[src/rtl/sida_pkg.sv]
`default_nettype none

package sida_pkg;

    localparam int BIN_W   = 32;
    localparam int DIG_W   = 4;
    localparam int NUM_DIG = 10;
    localparam int BCD_W   = DIG_W * NUM_DIG;
    localparam int CHAR_W  = 6;
    localparam int CNT_W   = $clog2(BIN_W);
    localparam int DCNT_W  = $clog2(NUM_DIG);

    localparam logic [CNT_W-1:0]  LAST_BIT   = CNT_W'(BIN_W - 1);
    localparam logic [DCNT_W-1:0] LAST_DIG   = DCNT_W'(NUM_DIG - 1);
    localparam logic [DIG_W-1:0]  ADJ_MIN    = 4'd5;
    localparam logic [DIG_W-1:0]  ADJ_ADD    = 4'd3;

    localparam logic [CHAR_W-1:0] CHAR_MINUS = 6'd45;
    localparam logic [CHAR_W-1:0] CHAR_ZERO  = 6'd48;

endpackage

`default_nettype wire

[src/rtl/signed_int_to_decimal_ascii.sv]
// Formats one signed 32-bit integer per input transaction as decimal ASCII text, most
// significant character first, one character per output transaction: an optional '-'
// followed by the digits with leading zeros suppressed (zero gives "0"); o_last_char
// marks the final character. The binary magnitude is converted to BCD by a bit-serial
// shift-and-add-3 unit, one input bit per cycle, and the digits are then loaded into the
// digit shift register. That register is walked one digit per cycle, skipped leading
// zeros included, after a '-' for a negative value; emitting a digit or a '-' waits while
// the output is stalled, skipping does not. o_stall is high from acceptance until the last
// character is registered, so a new transaction is not taken before the previous one's
// last character is registered.
`default_nettype none

module signed_int_to_decimal_ascii (
    input  wire logic                          i_clk,
    input  wire logic                          i_rst_n,
    input  wire logic                          i_valid,
    output logic                               o_stall,
    input  wire logic signed [sida_pkg::BIN_W-1:0] i_value,
    output logic                               o_valid,
    input  wire logic                          i_stall,
    output logic [sida_pkg::CHAR_W-1:0]        o_char_code,
    output logic                               o_last_char
);

    typedef enum logic [1:0] {
        S_IDLE,
        S_CONV,
        S_EMIT
    } t_state;

    t_state                           r_state;
    logic                             r_neg;
    logic                             r_skip;
    logic [sida_pkg::DCNT_W-1:0]      r_dcnt;
    logic [sida_pkg::BCD_W-1:0]       r_dig;
    logic                             r_o_valid;
    logic [sida_pkg::CHAR_W-1:0]      r_char;
    logic                             r_last;

    logic                             w_accept;
    logic [sida_pkg::BIN_W-1:0]       w_mag;
    logic                             w_done;
    logic [sida_pkg::BCD_W-1:0]       w_bcd;
    logic                             w_out_free;
    logic [sida_pkg::DIG_W-1:0]       w_top;
    logic                             w_skip;
    logic                             w_emit;

    assign o_stall    = (r_state != S_IDLE);
    assign w_accept   = i_valid && (r_state == S_IDLE);
    assign w_mag      = i_value[sida_pkg::BIN_W-1] ? (sida_pkg::BIN_W'(0) - i_value) : i_value;
    assign w_out_free = !r_o_valid || !i_stall;
    assign w_top      = r_dig[sida_pkg::BCD_W-1 -: sida_pkg::DIG_W];
    assign w_skip     = r_skip && (w_top == '0) && (r_dcnt != sida_pkg::LAST_DIG);
    assign w_emit     = (r_state == S_EMIT) && w_out_free && (r_neg || !w_skip);

    sida_dabble u_dabble (
        .i_clk   (i_clk),
        .i_rst_n (i_rst_n),
        .i_start (w_accept),
        .i_mag   (w_mag),
        .o_done  (w_done),
        .o_bcd   (w_bcd)
    );

    always_ff @(posedge i_clk) begin
        if (!i_rst_n) begin
            r_state   <= S_IDLE;
            r_neg     <= 1'b0;
            r_skip    <= 1'b0;
            r_dcnt    <= '0;
            r_o_valid <= 1'b0;
        end else begin
            r_o_valid <= w_emit || (r_o_valid && i_stall);
            case (r_state)
                S_IDLE: begin
                    if (w_accept) begin
                        r_neg   <= i_value[sida_pkg::BIN_W-1];
                        r_state <= S_CONV;
                    end
                end
                S_CONV: begin
                    if (w_done) begin
                        r_dig   <= w_bcd;
                        r_dcnt  <= '0;
                        r_skip  <= 1'b1;
                        r_state <= S_EMIT;
                    end
                end
                S_EMIT: begin
                    if (r_neg) begin
                        if (w_out_free) begin
                            r_char    <= sida_pkg::CHAR_MINUS;
                            r_last    <= 1'b0;
                            r_neg     <= 1'b0;
                        end
                    end else if (w_skip) begin
                        r_dig  <= {r_dig[sida_pkg::BCD_W-sida_pkg::DIG_W-1:0],
                                   {sida_pkg::DIG_W{1'b0}}};
                        r_dcnt <= r_dcnt + 1'b1;
                    end else if (w_out_free) begin
                        r_char    <= sida_pkg::CHAR_ZERO + {2'b00, w_top};
                        r_last    <= (r_dcnt == sida_pkg::LAST_DIG);
                        r_skip    <= 1'b0;
                        r_dig     <= {r_dig[sida_pkg::BCD_W-sida_pkg::DIG_W-1:0],
                                      {sida_pkg::DIG_W{1'b0}}};
                        r_dcnt    <= r_dcnt + 1'b1;
                        if (r_dcnt == sida_pkg::LAST_DIG) begin
                            r_state <= S_IDLE;
                        end
                    end
                end
                default: begin
                    r_state <= S_IDLE;
                end
            endcase
        end
    end

    assign o_valid     = r_o_valid;
    assign o_char_code = r_char;
    assign o_last_char = r_last;

endmodule

`default_nettype wire

[src/rtl/sida_dabble.sv]
`default_nettype none

module sida_dabble (
    input  wire logic                        i_clk,
    input  wire logic                        i_rst_n,
    input  wire logic                        i_start,
    input  wire logic [sida_pkg::BIN_W-1:0]  i_mag,
    output logic                             o_done,
    output logic [sida_pkg::BCD_W-1:0]       o_bcd
);

    logic                             r_busy;
    logic                             r_done;
    logic [sida_pkg::CNT_W-1:0]       r_cnt;
    logic [sida_pkg::BIN_W-1:0]       r_bin;
    logic [sida_pkg::BCD_W-1:0]       r_bcd;
    logic [sida_pkg::BCD_W-1:0]       w_adj;

    // add 3 to every digit of 5 or more before the shift
    always_comb begin
        for (int d = 0; d < sida_pkg::NUM_DIG; d++) begin
            if (r_bcd[d*sida_pkg::DIG_W +: sida_pkg::DIG_W] >= sida_pkg::ADJ_MIN) begin
                w_adj[d*sida_pkg::DIG_W +: sida_pkg::DIG_W] =
                    r_bcd[d*sida_pkg::DIG_W +: sida_pkg::DIG_W] + sida_pkg::ADJ_ADD;
            end else begin
                w_adj[d*sida_pkg::DIG_W +: sida_pkg::DIG_W] =
                    r_bcd[d*sida_pkg::DIG_W +: sida_pkg::DIG_W];
            end
        end
    end

    always_ff @(posedge i_clk) begin
        if (!i_rst_n) begin
            r_busy <= 1'b0;
            r_done <= 1'b0;
            r_cnt  <= '0;
        end else begin
            r_done <= 1'b0;
            if (i_start) begin
                r_busy <= 1'b1;
                r_cnt  <= '0;
                r_bin  <= i_mag;
                r_bcd  <= '0;
            end else if (r_busy) begin
                r_bcd <= {w_adj[sida_pkg::BCD_W-2:0], r_bin[sida_pkg::BIN_W-1]};
                r_bin <= {r_bin[sida_pkg::BIN_W-2:0], 1'b0};
                r_cnt <= r_cnt + 1'b1;
                if (r_cnt == sida_pkg::LAST_BIT) begin
                    r_busy <= 1'b0;
                    r_done <= 1'b1;
                end
            end
        end
    end

    assign o_done = r_done;
    assign o_bcd  = r_bcd;

endmodule

`default_nettype wire

[config.mk]
export PLATFORM = sky130hd
export DESIGN_NAME = signed_int_to_decimal_ascii
export DESIGN_NICKNAME = d
export VERILOG_FILES = /design/src/rtl/sida_pkg.sv /design/src/rtl/signed_int_to_decimal_ascii.sv /design/src/rtl/sida_dabble.sv
export SDC_FILE = /design/constraint.sdc
export NUM_CORES = 1
export LEC_CHECK = 0
export BUFFER_PORTS_ARGS = -buffer_cell sky130_fd_sc_hd__buf_2
export CORE_MARGIN = 2
export CORE_UTILIZATION = 39
export DETAILED_ROUTE_END_ITERATION = 10
export PLACE_DENSITY_LB_ADDON = 0.3
export SLEW_MARGIN = 20
export SYNTH_ARGS = -nofsm -noshare
export SYNTH_HDL_FRONTEND = slang
export SYNTH_SLANG_ARGS = --single-unit
[constraint.sdc]
create_clock -name i_clk -period 3.1 [get_ports i_clk]
set_input_delay 0.465 -clock i_clk [delete_from_list [all_inputs] [get_ports i_clk]]
set_output_delay 0.465 -clock i_clk [all_outputs]
set_load 0.02 [all_outputs]
==> impl_metrics.py, run 1 <==
metrics = {
    "setup_path": {
        "max_stage_delay_ns": 0.48,
        "path_class": "reg -> reg",
        "startpoint_type": "flop",
        "worstPathCellList": "nor4_1, a31oi_1, o32a_1, nor2b_4, buf_4",
        "rr_startpoint": "r_dig[37]$_DFFE_PP_",
        "rrSetupSlack_ns": 0.70,
        "cp_data_arrival_time_ns": 2.46,
        "rr_worst_depth": 5,
        "rr_endpoint": "r_dig[14]$_DFFE_PP_",
        "critPathRequiredTime_ns": 3.16,
        "end_kind": "flop",
        "slowest_stage": "nor4_1",
        "crit_path_max_fanout": 40,
    },
    "global_routing": {
        "grt.overflow.total": 0,
        "grt_pass1_vias": 4725,
        "antenna_found_initial": 0,
        "grt_start_max_net_pins": 74,
        "grt_pass1_wl_um": 22000,
        "grtUsageTotal_pct": 15.0,
    },
    "synthesis": {
        "syn_inst": 661,
        "yosys_most_used_dff": "edfxtp_1",
        "yosys.area.top_type_share_pct": 51.9,
        "yosys-top-cells-area": "edfxtp_1 (52%), nand2_1 (7.4%), xor2_1 (4.9%)",
        "ys.warnings.count": 0,
        "synth.distinct_cells": 45,
        "synthTopCellsByCount": "nand2_1 (135), edfxtp_1 (118), nor2_1 (58), o21ai_0 (54), xor2_1 (38)",
        "ys_seq_elements": 134,
        "synth.cell_area_um2": 6820,
        "yosysMostFrequentCell": "nand2_1",
        "synth.largest_area_cell": "edfxtp_1",
        "synth_edf_count": 118,
        "async_reset_ff_share_pct": 0,
        "synth_nets": 722,
        "avgSynthCellArea_um2": 10.3,
        "yosysSeqAreaShare_pct": 56.6,
    },
    "cells_and_area": {
        "drive_above_1_share_pct": 13.5,
        "final_area_um2": 7870,
        "n_fill_cell": 1607,
        "diodes": 0,
        "area_delta_synth_final_pct": 15.3,
        "nets": 759,
        "final_util_pct": 45.8,
    },
    "flow_run": {
        "cap_violations": 0,
    },
    "floorplan": {
        "rows": 48,
        "fp.coreArea_um2": 17200,
        "dieArea_um2": 18600,
        "die_w_um": 136,
        "die_h_um": 136,
        "ioPinCount": 45,
        "initial_core_util_pct": 39.7,
    },
    "detailed_routing": {
        "wl_per_cell_um": 13.5,
        "routed_wl_um": 12600,
        "drt-initial-drc-count": 334,
        "ant_nets": 0,
        "viasPerCell": 5.04,
        "vias": 4714,
        "drc": 0,
        "first_pass_iters": 5,
    },
    "hold_path": {
        "hold-path-endpoint": "r_state[0]$_SDFFE_PN0P_",
        "hp-class": "in -> reg",
        "min_from": "i_valid",
        "hold_depth": 3,
    },
    "power": {
        "ir_drop_uv": 384,
        "p_leak_nw": 2.97,
        "total_power_mw": 4.61,
        "pwr_density_cell_nw_per_um2": 586,
    },
    "place": {
        "post-place-ws_ns": 0.409,
        "dpl_cell_area_um2": 7270,
        "place.gp.congestion": 0.791,
        "port_buffers": 43,
        "dpl.hpwl_um": 8170,
    },
    "timing": {
        "period_minus_slack_ns": 2.40,
        "hold_viol": 0,
        "finalCritPeriodShare_pct": 77.4,
        "setup_viol": 0,
        "report.final.slew_viol_count": 0,
        "finalWorstSetupSlack_ns": 0.700,
        "rsz0062_at_grt": "no",
        "skew_ns": 0.00680,
        "tns_ns": 0,
        "max_slew_margin_pct": 58.6,
        "worstMarginPinSlew_ns": 0.621,
        "fmax_ghz": 0.417,
    },
    "clock_network": {
        "tritoncts": "built",
        "clockBufferDepth": 2,
        "clock_latency_ns": 0.42,
        "cts_resized": 0,
        "postCtsSetupBuffers": 0,
        "cts_root_buffer": "clkbuf_16",
        "cts_max_level": 4,
        "clock_sinks": 134,
        "postCtsHoldBufs": 0,
        "clk_pin_slew_worst_paths_ns": 0.06,
        "numCtsBuffers": 17,
    },
    "status": {
        "status": "finished clean",
    },
}
final cells by class:
class / instances / area (µm²) / area share [%]
timing repair buffer: 49 / 273 / 3.47
tap: 225 / 282 / 3.58
clock inverter: 15 / 176 / 2.24
multi-input combinational: 470 / 2750 / 35.0
sequential: 134 / 3860 / 49.1
clock buffer: 17 / 425 / 5.41
inverter: 26 / 97.6 / 1.24
metrics by stage:
| step | std cells | hold WS (ns) |
|---|---|---|
| after detailed placement | 904 | 0.494 |
| after CTS | 936 | 0.385 |
| final | 936 | 0.398 |
| after floorplan | 661 | 0.445 |
| after global routing | 936 | 0.396 |
| after global placement | 904 | 0.455 |
sequential cells by signal (all words and copies together) (netlist names):
signal / cells
r_dcnt: 4
u_dabble.o_bcd: 40
o_last_char: 1
u_dabble.r_busy: 1
u_dabble.r_bin: 32
r_skip: 1
r_state: 2
u_dabble.o_done: 1
o_char_code: 5
r_neg: 1
u_dabble.r_cnt: 5
o_valid: 1
r_dig: 40
layer usage:
metal  part of all wire [%]  wire (µm)  vias to the layer above  GRT usage, %
li1                       -          -                     2388             -
met1                     46       5850                     2236          18.6
met2                     49       6230                       77          24.8
met5                      0          0                        -             0
met4                    1.1        136                        0          6.42
met3                    3.2        405                       13          3.84
power by group:
group / internal (mW) / switching [mW]
clock network: 1.27 / 0.783
logic: 0.170 / 0.256
registers: 2.08 / 0.0548
total: 3.52 / 1.09
cells by family after synthesis:
family / synth area share [%]
other: 0.0550
buffers and inverters: 3.30
DFF: 56.6
AOI/OAI and AO/OA: 11.7
muxes: 0.440
and+or+nand+nor: 16.8
xor gates and xnor gates: 6.55
adders and majority gates: 4.58
cell usage in the layout (no fill, tap or decap), drive strengths merged, types with 2 or more instances in the layout:
cell and n:
nand3 4, nor2b 6, or4 3, o21ai 63
clkinvlp 3, clkinv 5, o21a 2, nor2 58
mux2i 3, o41ai 12, ha 25, a21oi 37
dfxtp 16, nand2b 12, a21boi 3, nand2 135
edfxtp 118, nand3b 2, or3 8, and2 4
nor3 11, buf 49, xor2 38, clkbuf 17
xnor2 13, o31ai 10, bufinv 3, or2 5
nor4 3, inv 30, nand4 3
critical path, delay by kind of cell, from the launching register on:
kind | cells | cell delay (ns)
AO/OA/AOI/OAI | 2 | 0.59
buffers and inverters | 1 | 0.44
AND/OR/NAND/NOR | 2 | 0.61
flip-flops | 1 | 0.37
how the worst max path moves through the flow:
stage / startpoint / to / slack (ns) / depth (start not counted)
global placement: i_value[7] / u_dabble.r_bin[26]$_DFFE_PP_ / 0.46 / 6
CTS: r_dig[37]$_DFFE_PP_ / r_dig[8]$_DFFE_PP_ / 0.72 / 5
global route: r_dig[37]$_DFFE_PP_ / r_dig[8]$_DFFE_PP_ / 0.61 / 5
finish: r_dig[37]$_DFFE_PP_ / r_dig[14]$_DFFE_PP_ / 0.70 / 5
detailed placement: i_value[7] / u_dabble.r_bin[22]$_DFFE_PP_ / 0.41 / 6
floorplan: r_state[1]$_SDFFE_PN0P_ / u_dabble.o_bcd[0]$_SDFFCE_PP0P_ / 0.33 / 3
Note: power is estimated with default switching activity, not from simulation.
==> inputs of run 2 (changes only) <==
==> constraint.sdc (replaced) <==
create_clock -name i_clk -period 2.2 [get_ports i_clk]
set_input_delay 0.33 -clock i_clk [delete_from_list [all_inputs] [get_ports i_clk]]
set_output_delay 0.33 -clock i_clk [all_outputs]
set_load 0.02 [all_outputs]
==> impl_metrics.py, run 2 (synthesis results as in run 1) <==
metrics = {
    "clock_network": {
        "numCtsBuffers": 17,
        "clock_latency_ns": 0.42,
        "clockBufferDepth": 2,
        "cts_max_level": 4,
        "clock_sinks": 134,
        "cts_root_buffer": "clkbuf_16",
        "tritoncts": "built",
        "clk_pin_slew_worst_paths_ns": 0.06,
    },
    "timing": {
        "tns_ns": 0,
        "period_minus_slack_ns": 2.06,
        "worstMarginPinSlew_ns": 0.654,
        "hold_viol": 0,
        "setup_viol": 0,
        "report.final.slew_viol_count": 0,
        "rsz0062_at_grt": "no",
        "skew_ns": 0.00780,
        "fmax_ghz": 0.485,
        "max_slew_margin_pct": 56.4,
        "finalCritPeriodShare_pct": 93.8,
    },
    "detailed_routing": {
        "routed_wl_um": 12700,
        "viasPerCell": 5.03,
        "drt-initial-drc-count": 240,
        "first_pass_iters": 4,
        "wl_per_cell_um": 13.3,
        "ant_nets": 0,
        "vias": 4787,
        "drc": 0,
    },
    "cells_and_area": {
        "final_util_pct": 46.8,
        "area_delta_synth_final_pct": 17.9,
        "final_cell_mix": "nand2_1 (135), edfxtp_1 (118), nor2_1 (58), o21ai_0 (54), buf_2 (43)",
        "stdcell_count": 952,
        "nets": 775,
        "drive_above_1_share_pct": 15.8,
        "final_common_cell": "nand2_1",
        "diodes": 0,
    },
    "floorplan": {
        "die_h_um": 136,
        "dieArea_um2": 18600,
        "rows": 48,
        "die_w_um": 136,
        "fp.coreArea_um2": 17200,
        "ioPinCount": 45,
        "initial_core_util_pct": 39.7,
    },
    "global_routing": {
        "grt_pass1_wl_um": 21700,
        "antenna_found_initial": 0,
        "grt_start_max_net_pins": 60,
        "grt.overflow.total": 0,
        "grtUsageTotal_pct": 14.7,
        "grt_pass1_vias": 4724,
    },
    "setup_path": {
        "rr_startpoint": "r_dig[37]$_DFFE_PP_",
        "rr_worst_depth": 5,
        "critPathRequiredTime_ns": 2.30,
        "max_stage_delay_ns": 0.44,
        "startpoint_type": "flop",
        "crit_path_max_fanout": 40,
        "cp_data_arrival_time_ns": 2.17,
        "cp.buffers_inverters": 1,
        "end_kind": "flop",
        "worstPathCellList": "nor4_4, a31oi_1, o32a_1, nor2b_4, buf_12",
        "rr_endpoint": "r_dig[3]$_SDFFCE_PP0P_",
        "slowest_stage": "edfxtp_1",
        "rrSetupSlack_ns": 0.14,
        "path_class": "reg -> reg",
        "critPathTopFamily": "compound AO/OA/AOI/OAI gates",
    },
    "power": {
        "ir_drop_uv": 564,
        "pwr_density_cell_nw_per_um2": 809,
        "switching_power_mw": 1.49,
        "p_leak_nw": 3.08,
        "clock_power_share_pct": 44.1,
        "p_seq_share_pct": 46.2,
        "swShare_pct": 22.9,
        "power_frac_comb_pct": 9.7,
        "power.internal_mw": 5.02,
    },
    "hold_path": {
        "hp-class": "in -> reg",
        "hold-path-endpoint": "r_state[1]$_SDFFE_PN0P_",
        "min_from": "i_rst_n",
        "hold_depth": 2,
    },
    "flow_run": {
        "cap_violations": 0,
    },
    "place": {
        "port_buffers": 43,
        "place.gp.congestion": 0.755,
        "dpl.hpwl_um": 8510,
        "place_inst": 920,
    },
    "status": {
        "status": "finished clean",
    },
}
[run 2: cell types whose count changed in the layout (fill, tap and decap cells not counted), sizes merged]
cell      before  now
buf           49   65
bufinv         3    2
clkbuf        17   21
clkinv         5    4
clkinvlp       3    0
inv           30   31
[run 2: worst max-delay path by stage]
stage                         from                            to  slack (ns)  depth (start not counted)
2_1_floorplan  r_dig[37]$_DFFE_PP_        r_dig[0]$_SDFFCE_PP0P_       -0.02                          4
3_3_place_gp            i_value[1]  u_dabble.r_bin[19]$_DFFE_PP_       -0.12                          6
3_5_place_dp            i_value[1]  u_dabble.r_bin[19]$_DFFE_PP_       -0.19                          6
4_1_cts        r_dig[37]$_DFFE_PP_        r_dig[3]$_SDFFCE_PP0P_        0.13                          5
5_1_grt        r_dig[37]$_DFFE_PP_        r_dig[3]$_SDFFCE_PP0P_        0.03                          5
6_report       r_dig[37]$_DFFE_PP_        r_dig[3]$_SDFFCE_PP0P_        0.14                          5
[run 2: cell type report]
class	count	area [µm²]
inverter	26	97.6
multi-input combinational	470	2770
clock inverter	11	115
fill	1593	9130
tap	225	282
sequential	134	3860
timing repair buffer	65	430
clock buffer	21	492
[run 2: power by group through the flow]
stage	logic, mW	clock network, mW	registers [mW]
global placement	0.605	0	3.05
CTS	0.639	2.92	3.01
finish	0.630	2.87	3.01
detailed placement	0.634	0	3.06
global route	0.723	3.04	3.02
floorplan	0.450	0	3.03
[run 2: per-layer routing]
layer | track usage, % | vias up | wire length [µm]
met5 | 0 | - | 0
met4 | 4.46 | 0 | 138
met3 | 3.91 | 10 | 360
met2 | 25.8 | 68 | 6440
met1 | 17.5 | 2293 | 5730
li1 | - | 2416 | -
[run 2: timing repair]
item,in CTS,in global routing
setup endpoints to repair,0,35
hold buffers,0,0
gates resized for setup,0,1
setup buffers,0,0
[run 2: metrics by stage]
stage / power (mW) / hold slack (ns) / area [µm²] / setup WS (ns)
global route: 6.78 / 0.258 / 8050 / 0.0271
floorplan: 3.48 / 0.445 / 6840 / -0.0179
detailed placement: 3.69 / 0.484 / 7430 / -0.185
CTS: 6.57 / 0.243 / 8040 / 0.127
finish: 6.51 / 0.257 / 8050 / 0.136
global placement: 3.66 / 0.458 / 7430 / -0.125
